### src/rtl/core/header_field_extractor_macros.svh
// assertion macros for the header field extractor rtl
`ifndef HEADER_FIELD_EXTRACTOR_MACROS_SVH
`define HEADER_FIELD_EXTRACTOR_MACROS_SVH

`ifndef SYNTH
// same-cycle implication, disabled during reset
`define HFE_ASSERT_NOW(name, clk, rst, ante, cons) \
   name: assert property (@(posedge clk) disable iff (rst) (ante) |-> (cons)) \
      else $error("hfe assertion failed");
// next-cycle implication, disabled during reset
`define HFE_ASSERT_NEXT(name, clk, rst, ante, cons) \
   name: assert property (@(posedge clk) disable iff (rst) (ante) |=> (cons)) \
      else $error("hfe assertion failed");
`else
`define HFE_ASSERT_NOW(name, clk, rst, ante, cons)
`define HFE_ASSERT_NEXT(name, clk, rst, ante, cons)
`endif

`endif

### src/rtl/core/hfe_pkg.sv
// types, constants and helpers for the header field extractor
`default_nettype none

package hfe_pkg;

   localparam int MAX_KEY_BYTES = 16;
   localparam int KEY_POS_W     = (MAX_KEY_BYTES > 1) ? $clog2(MAX_KEY_BYTES) : 1;
   localparam int KEY_LEN_W     = 5;
   localparam int KEY_WORD_W    = 64;
   localparam int CSR_ADDR_W    = 5;
   localparam int CSR_DATA_W    = 64;
   localparam int CSR_IDX_W     = 2;

   localparam logic [CSR_IDX_W-1:0] CSR_KEY_LENGTH = 2'd0;
   localparam logic [CSR_IDX_W-1:0] CSR_KEY_LOW    = 2'd1;
   localparam logic [CSR_IDX_W-1:0] CSR_KEY_HIGH   = 2'd2;

   localparam logic [7:0] CH_CR    = 8'h0D;
   localparam logic [7:0] CH_TAB   = 8'h09;
   localparam logic [7:0] CH_SPACE = 8'h20;

   typedef enum logic [2:0] {
      MODE_MATCH = 3'd0,
      MODE_SKIP  = 3'd1,
      MODE_DROP  = 3'd2,
      MODE_SEP   = 3'd3,
      MODE_WS    = 3'd4,
      MODE_VALUE = 3'd5,
      MODE_DONE  = 3'd6
   } parse_mode_type;

   typedef struct packed {
      logic [7:0] hdr_byte;
      logic       block_end;
   } req_type;

   typedef struct packed {
      logic [7:0] value_byte;
      logic       is_value;
      logic       found;
      logic       last;
   } rsp_type;

   typedef struct packed {
      logic [KEY_LEN_W-1:0]  key_length;
      logic [KEY_WORD_W-1:0] key_bytes_high;
      logic [KEY_WORD_W-1:0] key_bytes_low;
   } cfg_type;

   // space, tab, line feed, vertical tab, form feed, carriage return
   function automatic logic is_ws(input logic [7:0] c);
      return (c == CH_SPACE) || ((c >= CH_TAB) && (c <= CH_CR));
   endfunction

endpackage

`default_nettype wire

### src/rtl/core/hfe_csr.sv
// configuration register file with apb-style access
`default_nettype none

module hfe_csr (
   input  wire logic                          clock,
   input  wire logic                          reset,
   input  wire logic                          psel,
   input  wire logic                          penable,
   input  wire logic                          pwrite,
   input  wire logic [hfe_pkg::CSR_ADDR_W-1:0] paddr,
   input  wire logic [hfe_pkg::CSR_DATA_W-1:0] pwdata,
   output logic      [hfe_pkg::CSR_DATA_W-1:0] prdata,
   output logic                               pready,
   output hfe_pkg::cfg_type                   cfg
);
   import hfe_pkg::*;

   cfg_type              cfg_ff;
   cfg_type              cfg_in;
   logic [CSR_IDX_W-1:0] idx;
   logic                 wr_en;

   assign idx    = paddr[CSR_ADDR_W-1:3];
   assign wr_en  = psel && penable && pwrite;
   assign pready = 1'b1;
   assign cfg    = cfg_ff;

   always_comb begin
      cfg_in = cfg_ff;
      if (wr_en) begin
         unique case (idx)
            CSR_KEY_LENGTH: cfg_in.key_length     = pwdata[KEY_LEN_W-1:0];
            CSR_KEY_LOW:    cfg_in.key_bytes_low  = pwdata[KEY_WORD_W-1:0];
            CSR_KEY_HIGH:   cfg_in.key_bytes_high = pwdata[KEY_WORD_W-1:0];
            default:        cfg_in = cfg_ff;
         endcase
      end
   end

   always_comb begin
      unique case (idx)
         CSR_KEY_LENGTH: prdata = CSR_DATA_W'(cfg_ff.key_length);
         CSR_KEY_LOW:    prdata = CSR_DATA_W'(cfg_ff.key_bytes_low);
         CSR_KEY_HIGH:   prdata = CSR_DATA_W'(cfg_ff.key_bytes_high);
         default:        prdata = '0;
      endcase
   end

   always_ff @(posedge clock) begin
      if (reset) begin
         cfg_ff.key_length     <= KEY_LEN_W'(1);
         cfg_ff.key_bytes_low  <= '0;
         cfg_ff.key_bytes_high <= '0;
      end else begin
         cfg_ff <= cfg_in;
      end
   end

endmodule

`default_nettype wire

### src/rtl/core/hfe_parse.sv
// line parser state machine: key match, skip, separator, value emit
`default_nettype none

module hfe_parse (
   input  wire logic             clock,
   input  wire logic             reset,
   input  wire logic             step,
   input  wire hfe_pkg::req_type item,
   input  wire hfe_pkg::cfg_type cfg,
   output hfe_pkg::rsp_type      rsp,
   output logic                  has_rsp
);
   import hfe_pkg::*;

   parse_mode_type                        mode_ff;
   parse_mode_type                        mode_in;
   logic [KEY_POS_W-1:0]                  pos_ff;
   logic [KEY_POS_W-1:0]                  pos_in;
   logic [KEY_LEN_W-1:0]                  eff_len;
   logic [KEY_POS_W-1:0]                  cur_pos;
   logic [KEY_LEN_W-1:0]                  next_pos;
   logic [2*KEY_WORD_W-1:0]               key_all;
   logic [MAX_KEY_BYTES-1:0][7:0]         key_arr;
   logic [7:0]                            key_byte;

   assign key_all = {cfg.key_bytes_high, cfg.key_bytes_low};
   assign key_arr = key_all[MAX_KEY_BYTES*8-1:0];

   // zero length acts as one, oversize clamps to the maximum
   always_comb begin
      if (cfg.key_length == '0) begin
         eff_len = KEY_LEN_W'(1);
      end else if (cfg.key_length > KEY_LEN_W'(MAX_KEY_BYTES)) begin
         eff_len = KEY_LEN_W'(MAX_KEY_BYTES);
      end else begin
         eff_len = cfg.key_length;
      end
   end

   assign cur_pos  = (KEY_LEN_W'(pos_ff) >= eff_len) ? '0 : pos_ff;
   assign key_byte = key_arr[cur_pos];
   assign next_pos = KEY_LEN_W'(cur_pos) + KEY_LEN_W'(1);

   always_comb begin
      mode_in = mode_ff;
      pos_in  = pos_ff;
      rsp     = '0;
      has_rsp = 1'b0;
      if (item.block_end) begin
         mode_in = MODE_MATCH;
         pos_in  = '0;
         unique case (mode_ff)
            MODE_DONE: has_rsp = 1'b0;
            MODE_SEP, MODE_WS, MODE_VALUE: begin
               has_rsp   = 1'b1;
               rsp.found = 1'b1;
               rsp.last  = 1'b1;
            end
            default: begin
               has_rsp  = 1'b1;
               rsp.last = 1'b1;
            end
         endcase
      end else begin
         unique case (mode_ff)
            MODE_MATCH: begin
               if (item.hdr_byte == key_byte) begin
                  if (next_pos >= eff_len) begin
                     mode_in = MODE_SEP;
                     pos_in  = '0;
                  end else begin
                     pos_in = next_pos[KEY_POS_W-1:0];
                  end
               end else begin
                  pos_in  = '0;
                  mode_in = (item.hdr_byte == CH_CR) ? MODE_DROP : MODE_SKIP;
               end
            end
            MODE_SKIP: begin
               if (item.hdr_byte == CH_CR) begin
                  mode_in = MODE_DROP;
               end
            end
            MODE_DROP: begin
               mode_in = MODE_MATCH;
               pos_in  = '0;
            end
            MODE_SEP: mode_in = MODE_WS;
            MODE_WS: begin
               if (!is_ws(item.hdr_byte)) begin
                  mode_in        = MODE_VALUE;
                  has_rsp        = 1'b1;
                  rsp.value_byte = item.hdr_byte;
                  rsp.is_value   = 1'b1;
               end
            end
            MODE_VALUE: begin
               has_rsp = 1'b1;
               if (item.hdr_byte == CH_CR) begin
                  mode_in   = MODE_DONE;
                  rsp.found = 1'b1;
                  rsp.last  = 1'b1;
               end else begin
                  rsp.value_byte = item.hdr_byte;
                  rsp.is_value   = 1'b1;
               end
            end
            MODE_DONE: mode_in = MODE_DONE;
            default: begin
               mode_in = MODE_MATCH;
               pos_in  = '0;
            end
         endcase
      end
   end

   always_ff @(posedge clock) begin
      if (reset) begin
         mode_ff <= MODE_MATCH;
         pos_ff  <= '0;
      end else if (step) begin
         mode_ff <= mode_in;
         pos_ff  <= pos_in;
      end
   end

endmodule

`default_nettype wire

### src/rtl/core/header_field_extractor.sv
// top level of the header field extractor: input register, parser, result register
`default_nettype none

// header field extractor: header text comes in one byte per req transfer,
// with block_end marking the end of a header block. the block compares each
// line start with the configured key (a longer name that begins with the key
// also matches), skips lines that do not match, and for the matching line
// drops one separator byte, skips whitespace and returns the value bytes, one
// per rsp transfer with is_value set. a final rsp transfer with last set
// reports found; a block with no match gives last with found clear. one
// byte is taken every cycle unless req_stall is high: each byte lands in
// the input register, then passes the parser state machine and, if it
// makes a result, is loaded into the result register. a stalled result
// does not block input unless a second result is waiting behind it. key
// registers sit at byte addresses 0 (key_length), 8 (key bytes 0 to 7)
// and 16 (key bytes 8 to 15). the user must see that they are written
// only while no byte is in flight; the block itself does not enforce it.

`include "header_field_extractor_macros.svh"

module header_field_extractor (
   input  wire logic                           clock,
   input  wire logic                           reset,
   // byte input channel
   input  wire logic                           req_valid,
   output logic                                req_stall,
   input  wire hfe_pkg::req_type               req_data,
   // result channel
   output logic                                rsp_valid,
   input  wire logic                           rsp_stall,
   output hfe_pkg::rsp_type                    rsp_data,
   // configuration port
   input  wire logic                           psel,
   input  wire logic                           penable,
   input  wire logic                           pwrite,
   input  wire logic [hfe_pkg::CSR_ADDR_W-1:0] paddr,
   input  wire logic [hfe_pkg::CSR_DATA_W-1:0] pwdata,
   output logic      [hfe_pkg::CSR_DATA_W-1:0] prdata,
   output logic                                pready
);
   import hfe_pkg::*;

   cfg_type cfg;

   // input register
   logic    in_vld_ff;
   logic    in_vld_in;
   req_type in_data_ff;

   // result register
   logic    out_vld_ff;
   logic    out_vld_in;
   rsp_type out_data_ff;

   // parser outputs for the byte in the input register
   rsp_type step_rsp;
   logic    step_has_rsp;

   logic    out_free;
   logic    consume;
   logic    req_take;
   logic    rsp_load;

   // held result kinds, for the checks below
   logic    out_value;
   logic    out_closes;

   hfe_csr u_csr (
      .clock   (clock),
      .reset   (reset),
      .psel    (psel),
      .penable (penable),
      .pwrite  (pwrite),
      .paddr   (paddr),
      .pwdata  (pwdata),
      .prdata  (prdata),
      .pready  (pready),
      .cfg     (cfg)
   );

   hfe_parse u_parse (
      .clock   (clock),
      .reset   (reset),
      .step    (consume),
      .item    (in_data_ff),
      .cfg     (cfg),
      .rsp     (step_rsp),
      .has_rsp (step_has_rsp)
   );

   // result register frees up when empty or when its transfer completes
   assign out_free = !out_vld_ff || !rsp_stall;

   // a byte that makes no result never waits on the result side
   assign consume   = in_vld_ff && (out_free || !step_has_rsp);
   assign rsp_load  = consume && step_has_rsp;
   assign req_stall = in_vld_ff && !consume;
   assign req_take  = req_valid && !req_stall;

   assign in_vld_in  = req_take || (in_vld_ff && !consume);
   assign out_vld_in = rsp_load || (out_vld_ff && rsp_stall);

   assign rsp_valid = out_vld_ff;
   assign rsp_data  = out_data_ff;

   assign out_value  = out_vld_ff && out_data_ff.is_value;
   assign out_closes = out_data_ff.last || out_data_ff.found;

   always_ff @(posedge clock) begin
      if (reset) begin
         in_vld_ff  <= 1'b0;
         out_vld_ff <= 1'b0;
      end else begin
         in_vld_ff  <= in_vld_in;
         out_vld_ff <= out_vld_in;
      end
   end

   // payload registers, no reset needed
   always_ff @(posedge clock) begin
      if (req_take) begin
         in_data_ff <= req_data;
      end
      if (rsp_load) begin
         out_data_ff <= step_rsp;
      end
   end

   // a value byte result never closes the search
   `HFE_ASSERT_NOW(a_value_not_last, clock, reset, out_value, !out_closes)
   // a byte held back in the input register is still there next cycle
   `HFE_ASSERT_NEXT(a_held_byte_kept, clock, reset, in_vld_ff && !consume, in_vld_ff)
   // a stalled result is never dropped
   `HFE_ASSERT_NEXT(a_result_kept, clock, reset, out_vld_ff && rsp_stall, out_vld_ff)
   // a new result is only loaded into a free result register
   `HFE_ASSERT_NOW(a_load_free_slot, clock, reset, rsp_load, out_free)

endmodule

`default_nettype wire

### config.mk
export PLATFORM = sky130hd
export DESIGN_NAME = header_field_extractor
export DESIGN_NICKNAME = d
export VERILOG_FILES = /design/src/rtl/core/hfe_pkg.sv /design/src/rtl/core/hfe_csr.sv /design/src/rtl/core/hfe_parse.sv /design/src/rtl/core/header_field_extractor.sv
export VERILOG_INCLUDE_DIRS = /design/src /design/src/rtl/core
export SDC_FILE = /design/constraint.sdc
export NUM_CORES = 1
export LEC_CHECK = 0
export ABC_AREA = 1
export BUFFER_PORTS_ARGS = -buffer_cell sky130_fd_sc_hd__buf_2
export CORE_ASPECT_RATIO = 1.25
export CORE_UTILIZATION = 45
export DETAILED_ROUTE_END_ITERATION = 6
export PLACE_DENSITY = 0.64
export SLEW_MARGIN = 20
export SYNTH_ARGS = -nofsm -noshare
export SYNTH_HDL_FRONTEND = slang
export SYNTH_SLANG_ARGS = --single-unit
### constraint.sdc
create_clock -name clock -period 9.51 [get_ports clock]
set_input_delay 1.902 -clock clock [delete_from_list [all_inputs] [get_ports clock]]
set_output_delay 1.902 -clock clock [all_outputs]
set_load 0.1 [all_outputs]
==> impl.org <==
** Die
- The core region is roughly 18,000 um^2.
- Starting Density :: between 40% and 50%
- DIE WIDTH :: between 100 and 150 um
- Standard-cell row count :: 55
- DIE HEIGHT :: between 150 and 200 um
- The die covers 19,020 um^2.
- I/O pin count :: 163

** Synth
- Yosys printed 0 warnings.
- Per-instance average area after synthesis :: 6.974 um^2
- Of all cell types, the one taking the most synthesized area is dfxtp_1.
- Ranking of synthesized cells by instance count :: nor2_1 (286), nand2_1 (190), dfxtp_1 (142)
- Yosys mapped a number of flops with a built-in enable equal to 20.
- Flops & latches, synth :: approximately 160
- Instance count of the mapped netlist :: approximately 1,200
- Number of distinct library cells after synthesis :: 34
- Fraction of synthesized cell area taken by the top area cell type :: between 30% and 40%
- The number of nets handed over by synthesis was about 1,300.
- Dominant cells by area after synthesis :: dfxtp_1 (34%), nor2_1 (13%), nand2_1 (8.6%)
- The share of the Yosys chip area taken by registers is around two fifths.
- Yosys instantiated no cell more often than nor2_1.
- Cell area after synthesis :: ~8300 um^2
- After synthesis, the share of flip-flops with an asynchronous set or reset is 0%.
- Top_reg_cell synth :: dfxtp_1

** Timing
- Final number of max-transition violations :: 0
- Slew of the pin with the lowest slew margin :: a little under 0.9 ns
- Setup skew after layout :: roughly 0.0089 ns
- Setup violations remaining at the end of the flow were counted as 0.
- The final count of hold timing violations was 0.
- For the final routed database, the setup TNS stands at 0 ns.
- Worst slew margin relative to its limit :: between 40% and 50%
- Subtracting the final worst setup slack from the clock period gives between 5 and 6 ns.
- Setup repair after global routing missed its margin :: false
- The final critical path takes up between 60 and 70% of the cycle.
- Peak Freq :: between 0.15 and 0.2 GHz

** Global routing
- The first global-routing pass estimated between 40 and 50 mm of wire.
- The number of global-route vias before repair is 7,745.
- In the global route stage, overall resource usage came out at around 29%.
- Pin count of the biggest net entering global routing :: 87
- After global routing the overflow that remains totals 0.
- Initial antenna violation count :: 0

** Clock network
- Once the clock tree was built, the setup fixing pass inserted 0 buffers.
- TritonCTS clock tree :: built
- For this design, the CTS-stage hold fixing added 0 buffers.
- Number of instances resized during post-cts repair :: 0
- TritonCTS created 17 clock buffers.
- # H-tree levels :: 4
- The root buffer cell chosen for the clock tree is clkbuf_16.
- Clock sink total :: roughly 160
- Clock-pin slew was measured on the worst setup and hold paths at about 0.060 ns.
- The clock passes through at most 2 buffers.
- The later pin in the worst-skew pair is clocked with a latency of 0.42 ns.

** Run
- Total of max-cap violations :: 0

** Final layout
- Final #Nets :: 1,389
- The layout has between 1,500 and 2,000 filler cells.
- Antenna diode count :: 0
- Share of cells above drive strength 1 :: between 10% and 20%
- From synthesis to final layout, the design area changed by 16.51%.

** Place
- At the end of routability-driven placement, the weighted congestion stood at between 0.8 and 0.9.
- Input and output buffers added on the ports amount to 158.
- Detailed-placement wirelength estimate :: about 17 mm

** Drt
- In this run, the number of DRC markers left after iteration 0 of detailed routing was 650.
- Detailed Routing Iterations Pass 1 :: 5
- For this block, the via count after detailed routing is approximately 8,500.
- Via count normalized by instance count :: between 5 and 6
- The count of nets left with antenna violations once routing finished came out at 0.
- For this block, the routed nets add up to about 27 mm of wire.
- Final routed DRC violation total :: 0
- Routed wire per std cell :: between 15 and 20 um

** Pwr
- Power per unit of standard cell area :: around 170 nW/um^2
- The design draws 0.001606 W.
- Maximum resistive drop on vdd :: approximately 110 uV
- For this design the static power due to leakage is roughly 4.1 nW.

** Worst setup path
- Worst setup path category :: in -> out
- Kind of end point of the critical path :: output port
- STA classifies the critical path startpoint as a primary input.
- Required time of the critical path :: ~7.6 ns
- Reg2Reg Depth :: 24
- In this run the worst path has a maximum fanout of 52.
- For the worst setup path, the data arrival time is ~3.9 ns.

** Min path
- Along the worst hold path, the cell count comes to 2.
- The tightest min-delay check is of the reg -> reg type.

** Outcome
- The run finished with clean final reports.
[power by group]
part	leakage [nW]	internal [W]	switching, W	total, W
logic	2.45	0.0000445	0.000124	0.000169
clock network	0.298	0.000424	0.000288	0.000713
registers	1.33	0.000710	0.0000143	0.000724
[routing by layer]
metal	global-route usage (%)	routed length [um]	share of wire, %
met1	39.00	11770	44
met2	45.20	12560	47
met3	4.488	1539	5.7
met4	11.82	900	3.4
met5	0	0	0
[state kept, by name, summed over array words and instances, names as in the netlist]
register and flops:
u_csr.cfg 133, rsp_data 11, in_data_ff 9, u_parse.pos_ff 4, u_parse.mode_ff 3, in_vld_ff 1, rsp_valid 1
[cell type report]
class                           instances  area, um^2  share of cell area [%]
Timing Repair Buffer                  166       850.8                   8.784
Clock inverter                         10       121.4                   1.253
Multi-Input combinational cell        886        4263                   44.01
Tap cell                              228       285.3                   2.945
Clock buffer                           21       491.7                   5.077
Inverter                               61       229.0                   2.364
Sequential cell                       162        3445                   35.56
[metrics by stage]
| stage | std cells | util (%) | setup slack, ns | hold slack (ns) | cell area [um^2] |
|---|---|---|---|---|---|
| finish | 1534 | 53.52 | 3.762 | 0.5041 | 9686 |
| detailed placement | 1503 | 50.13 | 3.799 | 0.4969 | 9072 |
| floorplan | 1192 | - | 4.066 | 0.4640 | 8313 |
| global route | 1534 | 53.52 | 3.671 | 0.5153 | 9686 |
| global placement | 1503 | 50.13 | 3.787 | 0.4760 | 9072 |
| CTS | 1534 | 53.52 | 3.801 | 0.5048 | 9686 |
[cell families after synthesis]
kind of cell    Yosys count  synth area share, %
compound gates          228                16.78
fa+ha+maj                10                1.505
flops                   162                41.42
buf+inv                 144                7.541
other cells               1              0.04511
simple gates            646                32.60
xor+xnor                  1               0.1054
[critical path, cell delays in order]
cell	delay, ns
buf_2	0.12
inv_1	0.07
nor2_4	0.33
buf_4	0.63
a22o_1	0.31
buf_2	0.45
[worst paths after layout]
kind | from | endpoint | slack [ns]
setup / recovery | paddr[3] | prdata[33] | 3.76
hold reg to reg | rsp_valid | rsp_valid | 0.50
setup reg to reg | u_parse.pos_ff[0] | u_parse.mode_ff[0] | 4.06
hold / removal | rsp_valid | rsp_valid | 0.50
[cells in the final DEF, fill, tap and decap left out, types with 3 or more instances in the layout]
cell / count
clkbuf_16: 18
nand2_1: 188
buf_2: 158
dfxtp_1: 141
clkbuf_8: 3
buf_4: 8
nor3_1: 8
inv_1: 54
o21ai_0: 140
nor2_2: 4
nor2_1: 284
a21oi_1: 15
nand2_2: 4
edfxtp_1: 20
inv_2: 7
o211ai_1: 6
ha_1: 10
nand4_1: 27
nand3_1: 124
a22o_1: 59
(Power assumes the default switching activity.)
